==> config.mk <==
export PLATFORM = sky130hd
export DESIGN_NAME = asr_ctrl
export DESIGN_NICKNAME = d
export VERILOG_FILES = /design/src/hw/rtl/asr_pkg.sv /design/src/hw/rtl/asr_ctrl.sv
export SDC_FILE = /design/constraint.sdc
export NUM_CORES = 1
export LEC_CHECK = 0
export ABC_CLOCK_PERIOD_IN_PS = 1600
export BUFFER_PORTS_ARGS = -buffer_cell sky130_fd_sc_hd__buf_2
export CAP_MARGIN = 20
export CELL_PAD_IN_SITES_DETAIL_PLACEMENT = 0
export CELL_PAD_IN_SITES_GLOBAL_PLACEMENT = 1
export CORE_AREA = 5 5 42 44
export CTS_BUF_LIST = sky130_fd_sc_hd__clkbuf_8
export DETAILED_ROUTE_END_ITERATION = 7
export DIE_AREA = 0 0 47 49
export PLACE_DENSITY_LB_ADDON = 0.1
export REMOVE_ABC_BUFFERS = 1
export SLEW_MARGIN = 40
export SYNTH_ARGS = -nofsm -noshare
export SYNTH_HDL_FRONTEND = slang
export SYNTH_SLANG_ARGS = --single-unit
export TNS_END_PERCENT = 5
==> constraint.sdc <==
create_clock -name clk -period 1.6 [get_ports clk]
set_clock_uncertainty 0.2 [all_clocks]
set_input_delay 0.32 -clock clk [delete_from_list [all_inputs] [get_ports clk]]
set_output_delay 0.32 -clock clk [all_outputs]
set_load 0.02 [all_outputs]
==> src/hw/rtl/asr_pkg.sv <==
// Shared constants and control/status types for the active set block.
`timescale 1ns / 1ps

package asr_pkg;

	localparam int MAX_ITEMS_DEF = 1024;

	localparam int ID_W    = 10;
	localparam int SLOT_W  = 10;
	localparam int COUNT_W = 11;
	localparam int IN_W    = 16;
	localparam int OUT_W   = 24;

	localparam logic ACT_ACTIVATE = 1'b0;
	localparam logic ACT_FINISH   = 1'b1;

	localparam logic [1:0] PHASE_FACTORIZE   = 2'd0;
	localparam logic [1:0] PHASE_PARENT_WAIT = 2'd1;
	localparam logic [1:0] PHASE_ASSEMBLE    = 2'd2;
	localparam logic [1:0] PHASE_NONE        = 2'd3;

	typedef struct packed {
		logic clear;
		logic capture;
		logic exec;
		logic fix;
	} asr_cmd_t;

	typedef struct packed {
		logic clear_done;
		logic need_fix;
	} asr_sts_t;

endpackage

==> src/hw/rtl/asr_ctrl.sv <==
// Controller state machine: clearing pass, accept, execute, fix-up and output valid.
`timescale 1ns / 1ps

module asr_ctrl (
	input  logic             clk,
	input  logic             arst_n,
	input  logic             s_tvalid,
	output logic             s_tready,
	output logic             m_tvalid,
	input  logic             m_tready,
	output asr_pkg::asr_cmd_t cmd,
	input  asr_pkg::asr_sts_t sts
);
	import asr_pkg::*;

	typedef enum logic [3:0] {
		ST_CLEAR = 4'b0001,
		ST_IDLE  = 4'b0010,
		ST_EXEC  = 4'b0100,
		ST_FIX   = 4'b1000
	} state_t;

	state_t state_q, state_d;
	logic   out_valid_q;
	logic   out_free;

	assign out_free = !out_valid_q || m_tready;
	assign s_tready = (state_q == ST_IDLE);
	assign m_tvalid = out_valid_q;

	always_comb begin
		cmd         = '0;
		cmd.clear   = (state_q == ST_CLEAR);
		cmd.capture = (state_q == ST_IDLE) && s_tvalid;
		cmd.exec    = (state_q == ST_EXEC) && out_free;
		cmd.fix     = (state_q == ST_FIX);
	end

	always_comb begin
		state_d = state_q;
		unique case (state_q)
			ST_CLEAR: if (sts.clear_done) state_d = ST_IDLE;
			ST_IDLE:  if (s_tvalid) state_d = ST_EXEC;
			ST_EXEC: begin
				if (out_free) state_d = sts.need_fix ? ST_FIX : ST_IDLE;
			end
			ST_FIX:   state_d = ST_IDLE;
			default:  state_d = ST_CLEAR;
		endcase
	end

	always_ff @(posedge clk or negedge arst_n) begin
		if (!arst_n) begin
			state_q     <= ST_CLEAR;
			out_valid_q <= 1'b0;
		end else begin
			state_q <= state_d;
			if (cmd.exec) out_valid_q <= 1'b1;
			else if (m_tready) out_valid_q <= 1'b0;
		end
	end

endmodule

==> results of run 1 <==
[registers in the layout, summed over array words and instances (netlist names)]
signal	count
m_tvalid	1
state_q	4
[synth_stat cells]
cell type | n | area [sq um]
a21boi_0 | 1 | 7.510
a2bb2oi_1 | 1 | 8.760
and2_1 | 2 | 12.51
and2b_2 | 1 | 8.760
buf_2 | 1 | 5.000
dfrtp_1 | 4 | 100.1
dfstp_2 | 1 | 26.28
inv_1 | 1 | 3.750
nand2_1 | 1 | 3.750
nand2b_1 | 1 | 6.260
nor2_1 | 1 | 3.750
nor2b_4 | 1 | 13.76
nor3b_1 | 2 | 15.01
nor4b_1 | 1 | 8.760
nor4b_2 | 1 | 15.01
o21ai_0 | 2 | 10.01
o21bai_1 | 1 | 7.510
o32ai_1 | 2 | 17.52
or4b_4 | 1 | 13.76
xor2_1 | 1 | 8.760
[metal layers]
| layer | routed length (microns) | GRT usage (%) | vias up |
|---|---|---|---|
| li1 | - | - | 147 |
| met1 | 307 | 8.259 | 132 |
| met2 | 398 | 12.44 | 8 |
| met3 | 41 | 1.107 | 4 |
| met4 | 25 | 6.912 | 0 |
| met5 | 0 | 0 | - |
[placed cells by master, fill, tap and decap left out, drive strengths merged]
cell type,netlist,routed
or4b,1,1
dfrtp,4,4
o21bai,1,1
and2,2,2
inv,1,2
nor2b,1,1
o32ai,2,2
clkbuf,0,3
a21boi,1,1
nand2b,1,1
buf,1,20
and2b,1,1
nor4b,2,2
xor2,1,1
a2bb2oi,1,1
nor2,1,1
nand2,1,1
nor3b,2,2
dlygate4sd3,0,1
dfstp,1,1
o21ai,2,2
[cell type report]
type                    count  share of cell area (%)
multi-input cells          20                   35.25
repair buffers             21                   28.80
flip-flops and latches      5                   23.27
clock buffers               3                   7.604
well taps                  16                   3.687
clock inverters             1                  0.6912
inverters                   1                  0.6912
[path summary, 6_finish.rpt]
| path | to | slack [ns] | depth (start not counted) |
|---|---|---|---|
| min reg2reg | state_q[0] | 0.37 | 1 |
| max in group asynchronous | state_q[0] | 0.75 | 2 |
| min in group asynchronous | state_q[1] | 0.24 | 2 |
| max | cmd[1] | -0.32 | 3 |
| max reg2reg | state_q[1] | -0.08 | 4 |
| min | state_q[0] | 0.06 | 2 |
[worst max-delay path: stages, from the launching register on]
cell,delay [ns]
dfrtp_1,0.37
or4b_4,0.56
nor2b_4,0.13
buf_6,0.12
[kinds of logic (layout without fill, tap and decap cells)]
group	Yosys count	in the layout	synth area share (%)
AOI/OAI and AO/OA	7	7	17.30
and+or+nand+nor	12	12	34.17
xor gates and xnor gates	1	1	2.954
DFF	5	5	42.62
buffers and inverters	2	26	2.951
[metrics by stage]
stage                     setup TNS, ns  hold WS [ns]  utilization (%)  setup slack [ns]
final                            -1.323       0.06475            38.75           -0.3160
after CTS                        -1.435       0.06392            37.23           -0.3228
after global placement          -0.4441      -0.06429            30.45           -0.1310
after global routing             -1.683       0.07531            38.75           -0.3693
after floorplan                  -1.093       -0.1756                -           -0.2855
after detailed placement        -0.5020      -0.06276            30.45           -0.1386
[timing repair]
action | CTS | global route
endpoints found under the hold margin | 5 | 0
pin swaps | 1 | 4
resized for setup | 7 | 6
setup buffers | 1 | 0
endpoints found under the setup margin | 6 | 6
hold buffers | 1 | 0
[power breakdown]
| group | internal, mW | switching, mW | total (mW) |
|---|---|---|---|
| clock | 0.164 | 0.0580 | 0.222 |
| sequential | 0.167 | 0.0349 | 0.202 |
| combinational | 0.200 | 0.152 | 0.352 |
| total | 0.531 | 0.245 | 0.776 |
==> results.md, run 1 <==
* Outcome: finished with violations
* Violated checks: setup timing
* Final Cell Area at 543.0 sq um
* Required @ worst endpoint at 1.08 ns
* H-tree levels at 1
* Cts bufs inserted at 3
* FF+latch count, synth at 5
* Worst path arrival time at 1.40 ns
* Worst R2R Start: state_q[1]
* Period utilization at 119.8%
* Clock latency at the later pin of the worst-skew pair at 0.22 ns
* CTS Root Cell: clkbuf_8
* GPL Wtd Cong at 0.6864
* Area of the multi-input gates at 191.4 sq um
* CORE AREA at between 1000 and 1500 sq um
* Critical Path Source: state_q[1]
* Final min period at 1.916 ns
* Total number of vias at between 200 and 300
* Antenna violations before repair at 0
* Aggregate routed wire length at approximately 770 microns
* Post-Layout Cell Count at 67
* Router iterations before antenna repair at 1
* # setup viols final at 6
* # DRC at 0
* RSZ-0062 raised after global routing: true
* Die area at 2303 sq um
* Synth unique cells at 20
* Number of global-route vias before repair at between 300 and 400
* Aggregate global routing overflow at 0
* Share of cells above drive strength 1 at 62.75%
* Pins over their slew limit at 0
* Initial Util at 21.16%
* Syn Inst Count at 27
* Dpl cell area at 426.7 sq um
* Max_cap viols at 0
* Fmax at 0.5219 GHz
* Hold Path Class: in2reg
* Post-synthesis sequential area ratio at 42.62%
* Worst-path clk slew at 0.03 ns
* Num ports at 12
* Antenna Nets Post-Route at 0
* First-pass GRT wire length at roughly 1200 microns
* Dpl cells at 61
* Post-DR vias/cell at roughly 4.3
* First DRT Iteration DRCs at 0
* Maximum vdd drop at 0.7421 mV
* Die Y at 49 microns
* Post-synthesis cell area at 296.5 sq um
* Total GRT Usage at 7.785%
* Nets at just under 60
* HP Start: sts[1]
* Fill count at 151
* DR WL/cell at 11.55 microns
* DP Wirelength at between 600 and 700 microns
* Setup CP Type: reg2out
* Hold Vio Cnt, Final at 0
* Total power at slightly below 0.8 mW
* CTS tree: done
* Ys Warns at 0
* FP Rows at 14
* Die Wd at around 47 microns
* Clk sink count at 5
* N_diodes at 0
* Final Worst Setup Slack at -0.3160 ns
* Crit path max fanout at 2
* CP endpoint kind: primary output
* PwrDens at between 1000 and 1500 nW/um^2
* Relative slew slack at between 80% and 90%
* Largest net degree at the start of global routing at 7
* Avg Cell Area, Syn at ~11 sq um
* Lkg Pwr at 0.2693 nW
* FF+latch area at around 130 sq um
* Synth-to-layout area growth at 83.12%
* # port buffers at 11
* Longest Clk Path Bufs at 2
* Crit start category: flip-flop
* Worst slew pin tran at 0.2623 ns
(Power assumes the default switching activity.)
==> run 2: changes to the inputs <==
--- a/config.mk
+++ b/config.mk
@@ -6,7 +6,6 @@
 export NUM_CORES = 1
 export LEC_CHECK = 0
 export ABC_CLOCK_PERIOD_IN_PS = 1600
-export BUFFER_PORTS_ARGS = -buffer_cell sky130_fd_sc_hd__buf_2
 export CAP_MARGIN = 20
 export CELL_PAD_IN_SITES_DETAIL_PLACEMENT = 0
 export CELL_PAD_IN_SITES_GLOBAL_PLACEMENT = 1
@@ -14,6 +13,7 @@
 export CTS_BUF_LIST = sky130_fd_sc_hd__clkbuf_8
 export DETAILED_ROUTE_END_ITERATION = 7
 export DIE_AREA = 0 0 47 49
+export DONT_BUFFER_PORTS = 1
 export PLACE_DENSITY_LB_ADDON = 0.1
 export REMOVE_ABC_BUFFERS = 1
 export SLEW_MARGIN = 40
==> constraint.sdc (replaced) <==
create_clock -name clk -period 1.6 [get_ports clk]
set_clock_uncertainty 0.2 [all_clocks]
set_input_delay 0.08 -clock clk [delete_from_list [all_inputs] [get_ports clk]]
set_output_delay 0.08 -clock clk [all_outputs]
set_load 0.02 [all_outputs]
==> run 2 against run 1 <==
  * The flow still finishes with violations (setup timing)
  * Via count shrank 7.6%
  * Sequential share of layout area grew 0.66 points
  * Clock-buffer cell count is the same
  * First-iteration DRC count grew 2
  * Critical endpoint unchanged
  * Largest power group unchanged
==> results.md, run 2 (synthesis gave the netlist of run 1 again) <==
* Outcome: finished with violations
* Violated checks: setup timing
* Antenna Nets Post-Route at 0 (unchanged)
* GR peak layer: met2
* Max_cap viols at 0 (unchanged)
* Largest net degree at the start of global routing at 8 (+1)
* GPL Wtd Cong at 0.7035 (+2.5%)
* DP Wirelength at 563.2 microns (-9.7%)
* # DRC at 0 (unchanged)
* Die area at 2303 sq um (unchanged)
* Met3 Use GR at 2.952% (+1.8 points)
* Pins over their slew limit at 0 (unchanged)
* First DRT Iteration DRCs at 2 (+2)
* Most frequent cells in the layout: 8 x buf_4, 6 x dlygate4sd3_1, 4 x dfrtp_1
* # port buffers at 0 (-11)
* Hold Path Class: in2reg
* Crit path max fanout at 4 (+2)
* CTS Root Cell: clkbuf_8
* Aggregate routed wire length at 730 microns (-5.7%)
* Net Sw Frac at 31.20% (-0.35 points)
* H-tree levels at 1 (unchanged)
* Final core utilization at 37.68% (-1.1 points)
* First-pass GRT wire length at 1124 microns (-9.5%)
* Antenna violations before repair at 0 (unchanged)
* Met1 Use GR at 7.143% (-1.1 points)
* Psw at 0.2393 mW (-2.3%)
* Maximum vdd drop at 0.7434 mV (+0.17%)
* Aggregate global routing overflow at 0 (unchanged)
* Num ports at 12 (unchanged)
* Cell-internal power at 0.5277 mW (-0.69%)
* CP endpoint kind: primary output
* Period utilization at 105.1% (-15 points)
* Total power at 0.7670 mW (-1.2%)
* Clock latency at the later pin of the worst-skew pair at 0.22 ns (about the same)
* Post-CTS Setup Bufs at 0 (-1)
* Required @ worst endpoint at 1.32 ns (+0.24 ns)
* Total GRT Usage at 7.289% (-0.50 points)
* Comb pwr share at 46.7% (+1.3 points)
* Synth-to-layout area growth at 78.06%
* RSZ-0062 raised after global routing: true
* Hold Vio Cnt, Final at 0 (unchanged)
* Die Y at 49 microns (unchanged)
* Clk sink count at 5 (unchanged)
* # setup viols final at 2 (-4)
* CTS tree: done
* Largest reg by FF count: state_q
* Sequential power share at 24.2% (-1.8 points)
* Commonest non-fill, non-tap cell in the layout: buf_4
* Clock power share at 29.2% (+0.6 points)
* Setup CP Type: reg2out
* Cts bufs inserted at 3 (unchanged)
* Relative slew slack at 83.64% (+1.2 points)
* Worst-path clk slew at 0.03 ns (about the same)
* Longest Clk Path Bufs at 2 (unchanged)
* DR WL/cell at 11.77 microns (+1.9%)
* Post-DR vias/cell at 4.339 (-0.11%)
* CORE AREA at 1401 sq um (unchanged)
* Nets at 53 (-8.6%)
* Lkg Pwr at 0.2489 nW (-7.6%)
* Fmax at 0.5945 GHz (+14%)
* Worst slew pin tran at 0.2446 ns (-0.01769 ns)
* N_diodes at 0 (unchanged)
* FF+latch area at 126.4 sq um (unchanged)
* Dpl cell area at 386.6 sq um (-9.4%)
* Share of cells above drive strength 1 at 43.48% (-19 points)
* Final Cell Area at 528.0 sq um (-2.8%)
* Max reg flops at 4 (unchanged)
* Area of the multi-input gates at 190.2 sq um (-0.65%)
* Number of global-route vias before repair at 279 (-8.2%)
* M2 GR Usage at 10.86% (-1.6 points)
* Setup TNS at -0.09088 ns (+1.232 ns)
* FP Rows at 14 (unchanged)
* Hold WS at 0.07778 ns (+0.01303 ns)
* Final Worst Setup Slack at -0.08200 ns (+0.2340 ns)
* Die Wd at 47 microns (unchanged)
* PwrDens at 1453 nW/um^2 (+1.6%)
* Initial Util at 21.16% (unchanged)
* Worst path arrival time at 1.40 ns (about the same)
* Final min period at 1.682 ns (-0.2340 ns)
* Router iterations before antenna repair at 2 (+1)
* Crit start category: flip-flop
* Total number of vias at 269 (-7.6%)
* Fill count at 146 (-3.3%)
[run 2: changes by cell type in the layout (fill, tap and decap cells not counted), sizes merged]
cell / delta
buf: -10
dlygate4sd3: +5
[run 2: path summary, 6_finish.rpt]
path / from / endpoint / slack [ns] / depth (start not counted)
worst min register to register: state_q[1] / m_tvalid / 0.39 / 2
worst max register to register: state_q[0] / state_q[1] / 0.06 / 3
worst max-delay path: state_q[0] / cmd[1] / -0.08 / 3
min in group asynchronous: arst_n / state_q[3] / 0.49 / 2
worst min-delay path: sts[0] / state_q[1] / 0.08 / 3
max in group asynchronous: arst_n / state_q[0] / 0.46 / 2
[run 2: layer usage]
metal	share of wire (%)	vias to the layer above	wire length, microns
met5	0	-	0
met4	3.4	0	25
met3	6.6	4	48
met2	49	8	358
met1	41	118	297
li1	-	139	-
[run 2: per-stage QoR]
step / setup WS (ns) / instances
floorplan: -0.2238 / 26
global placement: 0.09052 / 52
detailed placement: 0.05174 / 52
CTS: -0.1016 / 62
global route: -0.1289 / 62
finish: -0.08200 / 62
[run 2: repair_timing]
action / in CTS / in global routing
setup endpoints to repair: 5 / 5
hold endpoints to repair: 10 / 0
hold buffers: 6 / 0
resized for setup: 3 / 3
cloned: 0 / 0
[run 2: critical path, stage by stage (launching register included)]
cell and delay (ns):
dfstp_2 0.36, or4b_4 0.57, nor2b_4 0.13, buf_6 0.12
[run 2: final cells by class]
| cell class | count | area share (%) |
|---|---|---|
| clock buffer | 3 | 7.820 |
| clock inverter | 1 | 0.7109 |
| inverter | 1 | 0.7109 |
| multi-input combinational | 20 | 36.02 |
| sequential | 5 | 23.93 |
| tap | 16 | 3.791 |
| timing repair buffer | 16 | 27.01 |
[run 2: power by group through the flow]
stage	registers, mW	logic (mW)	clock network (mW)
floorplan	0.208	0.146	0
global placement	0.186	0.294	0
detailed placement	0.186	0.293	0
global route	0.187	0.389	0.245
finish	0.185	0.358	0.224
CTS	0.185	0.337	0.227
